$ cat src/rtl/sha1sh_pkg.sv
// Package for the SHA-1 stream hash: types, constants and helper functions.
// No dependencies; the sequencer, schedule, round unit and top level import it.
package sha1sh_pkg;

  localparam int unsigned WORD_W       = 32;
  localparam int unsigned BLOCK_BITS   = 512;
  localparam int unsigned DIGEST_WORDS = 5;
  localparam int unsigned NUM_ROUNDS   = 80;

  localparam logic [6:0] RND_P1_START  = 7'd20;
  localparam logic [6:0] RND_MAJ_START = 7'd40;
  localparam logic [6:0] RND_P2_START  = 7'd60;
  localparam logic [6:0] RND_LAST      = 7'(NUM_ROUNDS - 1);
  localparam logic [2:0] LAST_WORD     = 3'(DIGEST_WORDS - 1);

  localparam logic [7:0] PAD_MARK  = 8'h80;
  localparam logic [5:0] LEN_POS   = 6'd56;
  localparam logic [5:0] FILL_LAST = 6'd63;

  // Initial chaining value, element 0 is the most significant digest word.
  localparam logic [DIGEST_WORDS-1:0][WORD_W-1:0] H_INIT = {
    32'hC3D2E1F0, 32'h10325476, 32'h98BADCFE, 32'hEFCDAB89, 32'h67452301
  };

  localparam logic [WORD_W-1:0] K_CH   = 32'h5A827999;
  localparam logic [WORD_W-1:0] K_PAR1 = 32'h6ED9EBA1;
  localparam logic [WORD_W-1:0] K_MAJ  = 32'h8F1BBCDC;
  localparam logic [WORD_W-1:0] K_PAR2 = 32'hCA62C1D6;

  typedef enum logic [2:0] {
    ST_IDLE,
    ST_PAD,
    ST_ROUND,
    ST_FOLD,
    ST_OUT
  } state_t;

  typedef enum logic [1:0] {
    PH_MARK,
    PH_ZERO,
    PH_LEN
  } pad_ph_t;

  typedef enum logic [1:0] {
    FN_CH,
    FN_PAR1,
    FN_MAJ,
    FN_PAR2
  } rfn_t;

  // Controls from the sequencer to the datapath.
  typedef struct packed {
    logic       push;       // shift one byte into the block line
    logic [7:0] byte_val;
    logic       rnd_en;     // run one compression round
    rfn_t       fn;
    logic       load_work;  // working vars <= chain words
    logic       fold;       // one step of the chain add-back
    logic       h_shift;    // rotate chain words toward the output
    logic       h_init;     // reload the initial chaining value
  } dp_ctl_t;

  function automatic logic [WORD_W-1:0] rotl32(input logic [WORD_W-1:0] x,
                                               input int unsigned n);
    rotl32 = (x << n) | (x >> (WORD_W - n));
  endfunction

  function automatic logic [WORD_W-1:0] round_k(input rfn_t fn);
    case (fn)
      FN_CH:   round_k = K_CH;
      FN_PAR1: round_k = K_PAR1;
      FN_MAJ:  round_k = K_MAJ;
      FN_PAR2: round_k = K_PAR2;
      default: round_k = K_CH;
    endcase
  endfunction

endpackage

$ cat src/rtl/sha1sh_if.sv
// Valid/ready channel interfaces for the SHA-1 stream hash.
// Depends on nothing; used by the top level.
interface sha1sh_in_if;
  logic       valid;
  logic       ready;
  logic [7:0] msg_byte;
  logic       has_byte;
  logic       end_of_message;

  modport source (output valid, msg_byte, has_byte, end_of_message, input ready);
  modport sink   (input valid, msg_byte, has_byte, end_of_message, output ready);
endinterface

interface sha1sh_out_if;
  logic        valid;
  logic        ready;
  logic [31:0] digest_word;
  logic [2:0]  word_number;
  logic        final_word;

  modport source (output valid, digest_word, word_number, final_word, input ready);
  modport sink   (input valid, digest_word, word_number, final_word, output ready);
endinterface

$ cat src/rtl/sha1sh_sched.sv
// Block line and message schedule: 64 bytes shift in, then 80 schedule words shift out.
// Depends on sha1sh_pkg.
module sha1sh_sched
  import sha1sh_pkg::*;
(
  input  logic              clk,
  input  dp_ctl_t           ctl,
  output logic [WORD_W-1:0] w_cur
);

  // Word 0 (oldest) sits in the top 32 bits.
  logic [BLOCK_BITS-1:0] line_r, line_nxt;
  logic [WORD_W-1:0]     w_new;

  function automatic logic [WORD_W-1:0] word_at(input logic [BLOCK_BITS-1:0] v,
                                                input int unsigned k);
    word_at = v[BLOCK_BITS - 1 - WORD_W * k -: WORD_W];
  endfunction

  assign w_cur = word_at(line_r, 0);
  assign w_new = rotl32(word_at(line_r, 13) ^ word_at(line_r, 8) ^
                        word_at(line_r, 2) ^ word_at(line_r, 0), 1);

  always_comb begin
    line_nxt = line_r;
    if (ctl.push) begin
      line_nxt = {line_r[BLOCK_BITS-9:0], ctl.byte_val};
    end else if (ctl.rnd_en) begin
      line_nxt = {line_r[BLOCK_BITS-WORD_W-1:0], w_new};
    end
  end

  always_ff @(posedge clk) begin
    line_r <= line_nxt;
  end

endmodule

$ cat src/rtl/sha1sh_round.sv
// Shared round unit: working variables, the round adder and the chain words.
// Depends on sha1sh_pkg.
module sha1sh_round
  import sha1sh_pkg::*;
(
  input  logic              clk,
  input  logic              rst_n,
  input  dp_ctl_t           ctl,
  input  logic [WORD_W-1:0] w_cur,
  output logic [WORD_W-1:0] digest_word
);

  logic [WORD_W-1:0] a_r, b_r, c_r, d_r, e_r;
  logic [WORD_W-1:0] a_nxt, b_nxt, c_nxt, d_nxt, e_nxt;
  logic [DIGEST_WORDS-1:0][WORD_W-1:0] h_r, h_nxt;
  logic [WORD_W-1:0] f_val;
  logic [WORD_W-1:0] t_val;

  always_comb begin
    case (ctl.fn)
      FN_CH:   f_val = (b_r & c_r) | (~b_r & d_r);
      FN_MAJ:  f_val = (b_r & c_r) | (b_r & d_r) | (c_r & d_r);
      default: f_val = b_r ^ c_r ^ d_r;
    endcase
  end

  assign t_val = rotl32(a_r, 5) + f_val + e_r + round_k(ctl.fn) + w_cur;

  always_comb begin
    a_nxt = a_r;
    b_nxt = b_r;
    c_nxt = c_r;
    d_nxt = d_r;
    e_nxt = e_r;
    h_nxt = h_r;
    if (ctl.load_work) begin
      a_nxt = h_r[0];
      b_nxt = h_r[1];
      c_nxt = h_r[2];
      d_nxt = h_r[3];
      e_nxt = h_r[4];
    end else if (ctl.rnd_en) begin
      a_nxt = t_val;
      b_nxt = a_r;
      c_nxt = rotl32(b_r, 30);
      d_nxt = c_r;
      e_nxt = d_r;
    end else if (ctl.fold) begin
      // five steps of rotate-and-add leave h[i] = h[i] + work[i]
      a_nxt = b_r;
      b_nxt = c_r;
      c_nxt = d_r;
      d_nxt = e_r;
      e_nxt = a_r;
      h_nxt = {h_r[0] + a_r, h_r[4:1]};
    end
    if (ctl.h_init) begin
      h_nxt = H_INIT;
    end else if (ctl.h_shift) begin
      h_nxt = {h_r[0], h_r[4:1]};
    end
  end

  always_ff @(posedge clk) begin
    a_r <= a_nxt;
    b_r <= b_nxt;
    c_r <= c_nxt;
    d_r <= d_nxt;
    e_r <= e_nxt;
    if (!rst_n) begin
      h_r <= H_INIT;
    end else begin
      h_r <= h_nxt;
    end
  end

  assign digest_word = h_r[0];

endmodule

$ cat src/rtl/sha1sh_ctrl.sv
// Sequencer: byte intake, padding, round count, chain fold and digest output.
// Depends on sha1sh_pkg.
module sha1sh_ctrl
  import sha1sh_pkg::*;
(
  input  logic       clk,
  input  logic       rst_n,
  input  logic       in_valid,
  output logic       in_ready,
  input  logic [7:0] msg_byte,
  input  logic       has_byte,
  input  logic       end_of_message,
  output logic       out_valid,
  input  logic       out_ready,
  output logic [2:0] word_number,
  output logic       final_word,
  output dp_ctl_t    ctl
);

  state_t      state_r, state_nxt;
  pad_ph_t     ph_r, ph_nxt;
  logic        pad_r, pad_nxt;
  logic [5:0]  fill_r, fill_nxt;
  logic [63:0] bits_r, bits_nxt;
  logic [6:0]  rnd_r, rnd_nxt;
  logic [2:0]  cnt_r, cnt_nxt;
  logic        in_acc;
  logic        out_acc;
  logic        len_sel;
  logic [63:0] len_sh;

  assign in_acc  = in_valid && in_ready;
  assign out_acc = out_valid && out_ready;
  assign len_sel = (ph_r == PH_LEN) || (ph_r == PH_ZERO && fill_r == LEN_POS);
  assign len_sh  = bits_r << {fill_r[2:0], 3'b000};

  // next state
  always_comb begin
    state_nxt = state_r;
    case (state_r)
      ST_IDLE: begin
        if (in_acc && has_byte && fill_r == FILL_LAST) begin
          state_nxt = ST_ROUND;
        end else if (in_acc && end_of_message) begin
          state_nxt = ST_PAD;
        end
      end
      ST_PAD: begin
        if (fill_r == FILL_LAST) begin
          state_nxt = ST_ROUND;
        end
      end
      ST_ROUND: begin
        if (rnd_r == RND_LAST) begin
          state_nxt = ST_FOLD;
        end
      end
      ST_FOLD: begin
        if (cnt_r == LAST_WORD) begin
          if (!pad_r) begin
            state_nxt = ST_IDLE;
          end else if (ph_r == PH_LEN) begin
            state_nxt = ST_OUT;
          end else begin
            state_nxt = ST_PAD;
          end
        end
      end
      ST_OUT: begin
        if (out_acc && cnt_r == LAST_WORD) begin
          state_nxt = ST_IDLE;
        end
      end
      default: state_nxt = ST_IDLE;
    endcase
  end

  // outputs and counters
  always_comb begin
    ctl         = '0;
    ctl.fn      = FN_CH;
    in_ready    = 1'b0;
    out_valid   = 1'b0;
    ph_nxt      = ph_r;
    pad_nxt     = pad_r;
    fill_nxt    = fill_r;
    bits_nxt    = bits_r;
    rnd_nxt     = rnd_r;
    cnt_nxt     = cnt_r;
    case (state_r)
      ST_IDLE: begin
        in_ready = 1'b1;
        if (in_acc) begin
          if (has_byte) begin
            ctl.push     = 1'b1;
            ctl.byte_val = msg_byte;
            bits_nxt     = bits_r + 64'd8;
            fill_nxt     = fill_r + 6'd1;
            ctl.load_work = (fill_r == FILL_LAST);
          end
          if (end_of_message) begin
            pad_nxt = 1'b1;
            ph_nxt  = PH_MARK;
          end
        end
        rnd_nxt = '0;
      end
      ST_PAD: begin
        ctl.push = 1'b1;
        if (ph_r == PH_MARK) begin
          ctl.byte_val = PAD_MARK;
          ph_nxt       = PH_ZERO;
        end else if (len_sel) begin
          ctl.byte_val = len_sh[63:56];
          ph_nxt       = PH_LEN;
        end else begin
          ctl.byte_val = 8'h00;
        end
        fill_nxt      = fill_r + 6'd1;
        ctl.load_work = (fill_r == FILL_LAST);
        rnd_nxt       = '0;
      end
      ST_ROUND: begin
        ctl.rnd_en = 1'b1;
        if (rnd_r < RND_P1_START) begin
          ctl.fn = FN_CH;
        end else if (rnd_r < RND_MAJ_START) begin
          ctl.fn = FN_PAR1;
        end else if (rnd_r < RND_P2_START) begin
          ctl.fn = FN_MAJ;
        end else begin
          ctl.fn = FN_PAR2;
        end
        rnd_nxt = rnd_r + 7'd1;
        cnt_nxt = '0;
      end
      ST_FOLD: begin
        ctl.fold = 1'b1;
        cnt_nxt  = (cnt_r == LAST_WORD) ? 3'd0 : cnt_r + 3'd1;
      end
      ST_OUT: begin
        out_valid = 1'b1;
        if (out_acc) begin
          ctl.h_shift = 1'b1;
          cnt_nxt     = cnt_r + 3'd1;
          if (cnt_r == LAST_WORD) begin
            ctl.h_init = 1'b1;
            cnt_nxt    = '0;
            bits_nxt   = '0;
            pad_nxt    = 1'b0;
          end
        end
      end
      default: begin
        cnt_nxt = '0;
      end
    endcase
  end

  assign word_number = cnt_r;
  assign final_word  = (cnt_r == LAST_WORD);

  always_ff @(posedge clk) begin
    if (!rst_n) begin
      state_r <= ST_IDLE;
      ph_r    <= PH_MARK;
      pad_r   <= 1'b0;
      fill_r  <= '0;
      bits_r  <= '0;
      rnd_r   <= '0;
      cnt_r   <= '0;
    end else begin
      state_r <= state_nxt;
      ph_r    <= ph_nxt;
      pad_r   <= pad_nxt;
      fill_r  <= fill_nxt;
      bits_r  <= bits_nxt;
      rnd_r   <= rnd_nxt;
      cnt_r   <= cnt_nxt;
    end
  end

endmodule

$ cat src/rtl/sha1_stream_hash.sv
// SHA-1 stream hash, top level: sequencer, block line/schedule and round unit.
// Depends on sha1sh_pkg, sha1sh_if, sha1sh_ctrl, sha1sh_sched, sha1sh_round.
//
// Computes the 160-bit SHA-1 digest of a byte stream. Each input transaction
// carries at most one message byte (has_byte) and may mark the end of the
// message (end_of_message); a transaction with neither changes nothing, and
// an end marker with no byte is legal, so an empty message can be hashed.
// Timing: a data byte is taken in any cycle in which in_ch.ready is high.
// The transaction that completes a 64-byte block is followed by a busy
// period (80 rounds, one per cycle through the single round adder, then
// five steps folding the working words back into the chain words);
// in_ch.ready is low meanwhile. On the end transaction the padding bytes
// (0x80, zeros, 64-bit bit length), 9 to 72 bytes, are shifted in one per
// cycle apart from one or two compressions, and then the five digest words
// are offered on out_ch, word 0 (most significant) first, final_word set
// on word 4. Input is not taken until the last word has been taken; then
// the engine is back at its initial chaining value and zero length. The
// length counter wraps modulo 2^64. No clearing pass is needed at reset.
module sha1_stream_hash
  import sha1sh_pkg::*;
(
  input  logic clk,
  input  logic rst_n,
  sha1sh_in_if.sink    in_ch,
  sha1sh_out_if.source out_ch
);

  dp_ctl_t           ctl;
  logic [WORD_W-1:0] w_cur;
  logic [WORD_W-1:0] digest_word;

  sha1sh_ctrl u_ctrl (
    .clk            (clk),
    .rst_n          (rst_n),
    .in_valid       (in_ch.valid),
    .in_ready       (in_ch.ready),
    .msg_byte       (in_ch.msg_byte),
    .has_byte       (in_ch.has_byte),
    .end_of_message (in_ch.end_of_message),
    .out_valid      (out_ch.valid),
    .out_ready      (out_ch.ready),
    .word_number    (out_ch.word_number),
    .final_word     (out_ch.final_word),
    .ctl            (ctl)
  );

  // message block and 80-word schedule
  sha1sh_sched u_sched (
    .clk   (clk),
    .ctl   (ctl),
    .w_cur (w_cur)
  );

  // shared round adder and chaining words; word 0 of the chain drives the output
  sha1sh_round u_round (
    .clk         (clk),
    .rst_n       (rst_n),
    .ctl         (ctl),
    .w_cur       (w_cur),
    .digest_word (digest_word)
  );

  assign out_ch.digest_word = digest_word;

endmodule

$ cat src/flat_wrapper.sv
// flat-port wrapper written by rule: the top's interface ports become plain ports
module sha1_stream_hash_flat import sha1sh_pkg::*;
  (clk, rst_n, in_ch_valid, in_ch_msg_byte, in_ch_has_byte, in_ch_end_of_message, in_ch_ready, out_ch_valid, out_ch_digest_word, out_ch_word_number, out_ch_final_word, out_ch_ready);
  sha1sh_in_if in_ch_i ();
  sha1sh_out_if out_ch_i ();
  input  logic clk;
  input  logic rst_n;
  input wire logic [$bits(in_ch_i.valid)-1:0] in_ch_valid;
  input wire logic [$bits(in_ch_i.msg_byte)-1:0] in_ch_msg_byte;
  input wire logic [$bits(in_ch_i.has_byte)-1:0] in_ch_has_byte;
  input wire logic [$bits(in_ch_i.end_of_message)-1:0] in_ch_end_of_message;
  output wire logic [$bits(in_ch_i.ready)-1:0] in_ch_ready;
  output wire logic [$bits(out_ch_i.valid)-1:0] out_ch_valid;
  output wire logic [$bits(out_ch_i.digest_word)-1:0] out_ch_digest_word;
  output wire logic [$bits(out_ch_i.word_number)-1:0] out_ch_word_number;
  output wire logic [$bits(out_ch_i.final_word)-1:0] out_ch_final_word;
  input wire logic [$bits(out_ch_i.ready)-1:0] out_ch_ready;
  assign in_ch_i.valid = in_ch_valid;
  assign in_ch_i.msg_byte = in_ch_msg_byte;
  assign in_ch_i.has_byte = in_ch_has_byte;
  assign in_ch_i.end_of_message = in_ch_end_of_message;
  assign in_ch_ready = in_ch_i.ready;
  assign out_ch_valid = out_ch_i.valid;
  assign out_ch_digest_word = out_ch_i.digest_word;
  assign out_ch_word_number = out_ch_i.word_number;
  assign out_ch_final_word = out_ch_i.final_word;
  assign out_ch_i.ready = out_ch_ready;
  sha1_stream_hash u_core (.clk(clk), .rst_n(rst_n), .in_ch(in_ch_i), .out_ch(out_ch_i));
endmodule
$ cat config.mk
export PLATFORM = sky130hd
export DESIGN_NAME = sha1_stream_hash_flat
export DESIGN_NICKNAME = d
export VERILOG_FILES = /design/src/rtl/sha1sh_pkg.sv /design/src/rtl/sha1sh_if.sv /design/src/rtl/sha1sh_sched.sv /design/src/rtl/sha1sh_round.sv /design/src/rtl/sha1sh_ctrl.sv /design/src/rtl/sha1_stream_hash.sv /design/src/flat_wrapper.sv
export SDC_FILE = /design/constraint.sdc
export NUM_CORES = 2
export LEC_CHECK = 0
export BUFFER_PORTS_ARGS = -buffer_cell sky130_fd_sc_hd__buf_2
export CAP_MARGIN = 0
export CORE_MARGIN = 4
export CORE_UTILIZATION = 60
export DETAILED_ROUTE_END_ITERATION = 16
export GPL_ROUTABILITY_DRIVEN = 0
export PLACE_DENSITY = 0.76
export SLEW_MARGIN = 0
export SYNTH_ARGS = -nofsm -noshare
export SYNTH_HDL_FRONTEND = slang
export SYNTH_SLANG_ARGS = --single-unit
$ cat constraint.sdc
create_clock -name clk -period 15.04 [get_ports clk]
set_input_delay 0.752 -clock clk [delete_from_list [all_inputs] [get_ports clk]]
set_output_delay 0.752 -clock clk [all_outputs]
set_load 0.03 [all_outputs]
**Word level (Yosys, flattened, before mapping)**

Index checks and enable logic that the tools add are counted.
W data, S select, Z words.

- Bits in registers: 918
- Input port bits: 14
- Output and inout bits: 38
- Word-level logic and storage cells: 173

- Add/sub/neg operators: 9
- Order comparisons: 3
- Equal/unequal tests: 26
- Shift operators: 1
- Muxes and demuxes: 72
- Bitwise operators: 18
- Reduce and logical (&&, ||, !) cells: 26

Operators by type and width:

| cell | number |
|---|---|
| $mux W512 | 2 |
| $mux W160 | 4 |
| $mux W32 | 15 |
| $mux W64 | 4 |
| $add A32 B32 Y32 | 5 |
| $xor A32 B32 Y32 | 5 |
| $and A32 B32 Y32 | 4 |
| $pmux W32 S4 | 1 |
| $pmux W64 S2 | 1 |
| $or A32 B32 Y32 | 3 |
| $add A64 B4 Y64 const B | 1 |
| $pmux W32 S2 | 1 |
| $shl A64 B6 Y64 | 1 |
| $mux W3 | 11 |
| $not A32 Y32 | 1 |
| $or A32 B1 Y32 | 1 |
| $or A32 B30 Y32 | 1 |
| $or A32 B5 Y32 | 1 |
| $ne A2 B2 Y1 const B | 11 |
| $mux W9 | 2 |
| $pmux W9 S2 | 1 |
| $mux W2 | 8 |
| $mux W8 | 2 |
| $pmux W3 S5 | 1 |
| other kinds (32) | 68 |

**Depth between registers and ports, before layout**

- Depth after elaboration: 13
- Depth in mapped cells: 32
- Depth with buffers taken out: 28

**Hierarchy**

A second synthesis with hierarchy kept.

- Cell total of the unflattened synthesis: 4337
- Area total of the unflattened synthesis: 49598.8 µm²

By module, submodules not included:

| module | times used | cells each | area each (µm²) | sequential area each (µm²) |
|---|---|---|---|---|
| sha1sh_sched | 1 | 1246 | 23025.8 | 15374.7 |
| sha1sh_round | 1 | 2486 | 21637.0 | 8007.7 |
| sha1sh_ctrl | 1 | 605 | 4936.0 | 1661.6 |

**Least setup slack after synthesis**

No wires, ideal clock.

- Kind: input-to-reg
- Start point: input in_ch_valid
- End point: register u_core.u_sched.line_r[0], enable pin
- Setup time: 3642 ps
- Data arrival time: 10032 ps
- Data required time: 11398 ps
- Slack: 1366 ps
- Stages: 5
- Path buffers: 2
- Cell sequence: and2_1 > o21ai_1 > clkbuf_1 > buf_1 > nand2_1

- Cells in the longest elaborated chain, start to end: 4

Ends and longest elaborated chain:

| item | line | RTL |
|---|---|---|
| from (decl) | flat_wrapper.sv:8 | `input wire logic [$bits(in_ch_i.valid)-1:0] in_ch_valid;` |
| $logic_and A1 B1 Y1 | sha1sh_ctrl.sv:32 | `assign in_acc = in_valid && in_ready;` |
| $mux W9 | sha1sh_ctrl.sv:93 | `if (in_acc) begin` |
| $pmux W9 S2 | sha1sh_ctrl.sv:90 | `case (state_r)` |
| $reduce_bool A2 Y1 (no source line) | - |  |
| to (signal assigned) | sha1sh_sched.sv:34 | `line_r <= line_nxt;` |
| to (decl) | sha1sh_sched.sv:12 | `logic [BLOCK_BITS-1:0] line_r, line_nxt;` |

No other way between the ends.
A chain may end at the register's enable or synchronous reset.

**Final worst setup path**

- Start point: register u_core.u_ctrl.state_r[2]
- End point: register u_core.u_round.a_r[31] (data pin)

- Cells in the longest elaborated chain, start to end: 10
- Elaborated cells between the ends (all ways): 20
- Classes of those cells: 4 x add/sub; 5 x eq/ne; 8 x mux; 3 x reduce/logical

Ends and longest elaborated chain:

| item | line | RTL |
|---|---|---|
| from (decl) | sha1sh_ctrl.sv:20 | `state_t state_r, state_nxt;` |
| from (signal assigned) | sha1sh_ctrl.sv:173 | `state_r <= state_nxt;` |
| $eq A3 B2 Y1 | sha1sh_ctrl.sv:90 |  |
| $mux W3 | sha1sh_ctrl.sv:90 |  |
| $eq A2 B2 Y1 or $logic_not A2 Y1 (tied branches) | sha1sh_pkg.sv:69, sha1sh_round.sv:20 |  |
| $pmux W32 S2 | sha1sh_round.sv:20 | `case (ctl.fn)` |
| $add A32 B32 Y32 (4 in series) | sha1sh_round.sv:27 | `assign t_val = rotl32(a_r, 5) + f_val + e_r + round_k(ctl.fn) + w_cur;` |
| $mux W32 | sha1sh_round.sv:42 | `end else if (ctl.rnd_en) begin` |
| $mux W32 (*) | sha1sh_round.sv:36 | `if (ctl.load_work) begin` |
| via u_core.u_round.a_nxt[31] | sha1sh_round.sv:14 | `logic [WORD_W-1:0] a_nxt, b_nxt, c_nxt, d_nxt, e_nxt;` |
| to (signal assigned) | sha1sh_round.sv:65 | `a_r <= a_nxt;` |
| to (decl) | sha1sh_round.sv:13 | `logic [WORD_W-1:0] a_r, b_r, c_r, d_r, e_r;` |

The timed path passes the listed nets; every way through them passes the cells marked *. The select of a mux whose other input is x is not followed.

==> out/results.ini <==
[synthesis]
muxShareOfSynthArea_pct=1.574
ys.flop_type=edfxtp_1
avgSynthCellArea_um2=9.118
synth_seq_cells=915
synthDistinctLibCells=71
synth_edf_count=672
synth_compound_area_share_pct=8.587
synth_top_family_by_area=simple AND/OR/NAND/NOR gates
yosysWarnings=0
yosys.area_share.adder_pct=7.212
synth_fp_nets=5421
synth-simple-area-share_pct=22.05
synth_xor_area_share_pct=3.579
synth_area_um2=47470
synth_cells=5206
async_flop_share_pct=0
ys_seq_area_share_pct=52.76

[hold_path]
worstHoldStart=in_ch_msg_byte[7]
hold_class=in2reg

[clock_network]
clock_latency_ns=0.65
clock-sinks=915
root_buffer=clkbuf_16
postCtsResizedCells=0
htreeDepth=3
cts_tree=done
clk_pin_slew_ns=0.06
cts_hold_buf=0
post_cts_buffers=0
cts_made_buffers=94
clk_path_buf_depth=3

[timing]
rsz0062_at_grt=false
finalHoldViolCount=0
slew_headroom_pct=16.07
fin_crit_sh_pct=52.63
tns_ns=0
fmax_mhz=126.3
finalMaxSlewViolations=0
period_needed_ns=7.915
worst_pin_slew_ns=1.259
fin_skew_ns=0.02638
setup_viol=0
finalWorstSetupSlack_ns=7.125

[global_routing]
antenna_found_initial=5
grt_start_max_net_pins=261
grt_pass1_vias=33400
gr-total-overflow=0
grt_usage_pct=26.80
grt_pass1_wl_mm=179.1

[detailed_routing]
drc_errors=0
post_drt_wl_per_cell_um=18.31
routed_via_density=5.808
drt_iter0_markers=3948
vias=35990
wl_mm=113.5
firstDrtPassIters=6
ant_nets=0

[floorplan]
die_x_um=289.3
num_rows=102
start_util_pct=60.88
ios=52
die_h_um=289.3
core-area_um2=77980
dieArea_um2=83680

[placement]
place_ws_ns=7.215
place_area_um2=48140
portBuffers=51
dp_hpwl_mm=74.37

[outcome]
status=finished, final reports clean

[critical_path]
cp_max_fo=76
crit_end=u_core.u_round.a_r[31]
r2r_cells=24
reg2reg_to=u_core.u_round.a_r[31]
crit_start=u_core.u_ctrl.state_r[2]
critPathRequiredTime_ns=15.43
r2r_slack_ns=7.12
cp.arrival_ns=8.30
r2r-start=u_core.u_ctrl.state_r[2]
crit_type=reg2reg
endpoint_kind=flip-flop
startpoint_type=flip-flop

[layout]
fin_util_pct=65.64
nNetsFinal=5291
final_common_cell=nand2_1
final_cell_mix=2,072 x nand2_1, 672 x edfxtp_1, 307 x nor2_1, 257 x a21oi_1, 243 x dfxtp_1
finalInstanceArea_um2=51190
layout-drive-gt1-share_pct=5.315
area_growth_pct=7.831

[job]
cap_viol_max_count=0

==> worst min-delay path by stage <==
stage / endpoint / cells after the start / slack (ns)
finish: u_core.u_sched.line_r[7] / 3 / 0.46
CTS: u_core.u_sched.line_r[6] / 3 / 0.40
detailed placement: u_core.u_round.h_r[90] / 2 / 0.46
floorplan: u_core.u_round.h_r[103] / 2 / 0.45
global route: u_core.u_sched.line_r[6] / 3 / 0.46
global placement: u_core.u_round.h_r[103] / 2 / 0.45
==> critical path: stages, from the launching register on <==
cell and delay (ns):
dfxtp_1 0.41, nand2b_1 0.29, nor2_4 0.11, buf_4 0.67
o21ai_0 0.45, inv_1 0.25, ha_1 0.43, buf_4 0.39
a21oi_1 0.11, a21oi_1 0.18, fa_1 0.43, inv_1 0.09
fa_1 0.45, fa_1 0.51, inv_1 0.05, ha_1 0.34
a2111oi_0 0.55, a211o_1 0.24, a31oi_1 0.12, nor2_1 0.31
o21ai_0 0.25, o41ai_1 0.41, nor2_1 0.10, a2111oi_0 0.34
a21oi_1 0.12
==> cell families (layout without fill, tap and decap cells) <==
| family | count (synthesis) | count (layout) |
|---|---|---|
| other | 0 | 2 |
| AOI/OAI and AO/OA | 696 | 696 |
| xor gates and xnor gates | 194 | 194 |
| buffers and inverters | 499 | 448 |
| DFF | 915 | 915 |
| and+or+nand+nor | 2643 | 2643 |
| muxes | 58 | 58 |
| adders and majority gates | 201 | 201 |
==> routing by layer <==
layer,routed length (µm),part of all wire (%),vias to the layer above,track usage (%)
li1,-,-,17070,-
met1,48230,43,17260,39.15
met2,50700,45,1437,40.48
met3,10500,9.3,225,4.910
met4,3912,3.4,6,9.491
met5,126,0.11,-,0.9302
==> sequential cells by signal (all words and copies together) (netlist names) <==
signal / cells
u_core.u_ctrl.bits_r: 61
u_core.u_ctrl.fill_r: 6
u_core.u_ctrl.pad_r: 1
u_core.u_ctrl.ph_r: 2
u_core.u_ctrl.rnd_r: 7
u_core.u_ctrl.state_r: 3
u_core.u_ctrl.word_number: 3
u_core.u_round.a_r: 32
u_core.u_round.b_r: 32
u_core.u_round.c_r: 32
u_core.u_round.d_r: 32
u_core.u_round.digest_word: 32
u_core.u_round.e_r: 32
u_core.u_round.h_r: 128
u_core.u_sched.line_r: 512
==> stage by stage <==
| step | hold WS (ns) | std cells |
|---|---|---|
| after floorplan | 0.4455 | 5206 |
| after global placement | 0.4548 | 6020 |
| after detailed placement | 0.4586 | 6020 |
| after CTS | 0.4027 | 6195 |
| after global routing | 0.4594 | 6195 |
| final | 0.4590 | 6197 |
==> synthesized netlist by cell type (3+ instances only) <==
cell type / instances / share of area (%)
and3_1: 24 / 0.32
xor2_1: 54 / 1.0
nand4_1: 14 / 0.18
xnor2_1: 140 / 2.6
or3_1: 26 / 0.34
o31ai_1: 3 / 0.047
nand2b_1: 13 / 0.17
nand3_1: 104 / 1.1
fa_1: 121 / 5.1
buf_4: 32 / 0.51
a221oi_1: 10 / 0.18
nor2b_1: 14 / 0.18
a21o_1: 21 / 0.33
a211oi_1: 6 / 0.095
mux2i_1: 45 / 0.95
nor3b_1: 5 / 0.079
o21a_1: 8 / 0.13
a211o_1: 8 / 0.15
ha_1: 80 / 2.1
nor3_1: 18 / 0.19
o211ai_1: 17 / 0.27
a31oi_1: 138 / 1.8
edfxtp_1: 672 / 43
mux4_2: 12 / 0.57
and2_1: 17 / 0.22
o21ai_0: 164 / 1.7
buf_1: 25 / 0.20
or2_2: 5 / 0.066
dfxtp_1: 243 / 10
o21bai_1: 9 / 0.14
nor2_1: 310 / 2.5
buf_2: 3 / 0.032
o221ai_1: 11 / 0.20
clkbuf_1: 253 / 2.0
inv_1: 183 / 1.4
a22oi_1: 10 / 0.16
a21boi_0: 6 / 0.095
a21oi_1: 257 / 2.7
a41oi_1: 3 / 0.055
nand2_1: 2077 / 16
==> layout make-up <==
cell class,instances,area (µm²)
clock inverter,50,430.4
sequential,915,25040
tap,1040,1301
clock buffer,125,2614
fill,6122,26790
timing repair buffer,89,578.1
inverter,184,690.7
multi-input combinational,3792,20520
antenna,2,5.005
Power is left out: the tool's default activity adds up to more than one toggle a clock period on the data nets, which glitch-free logic cannot reach.
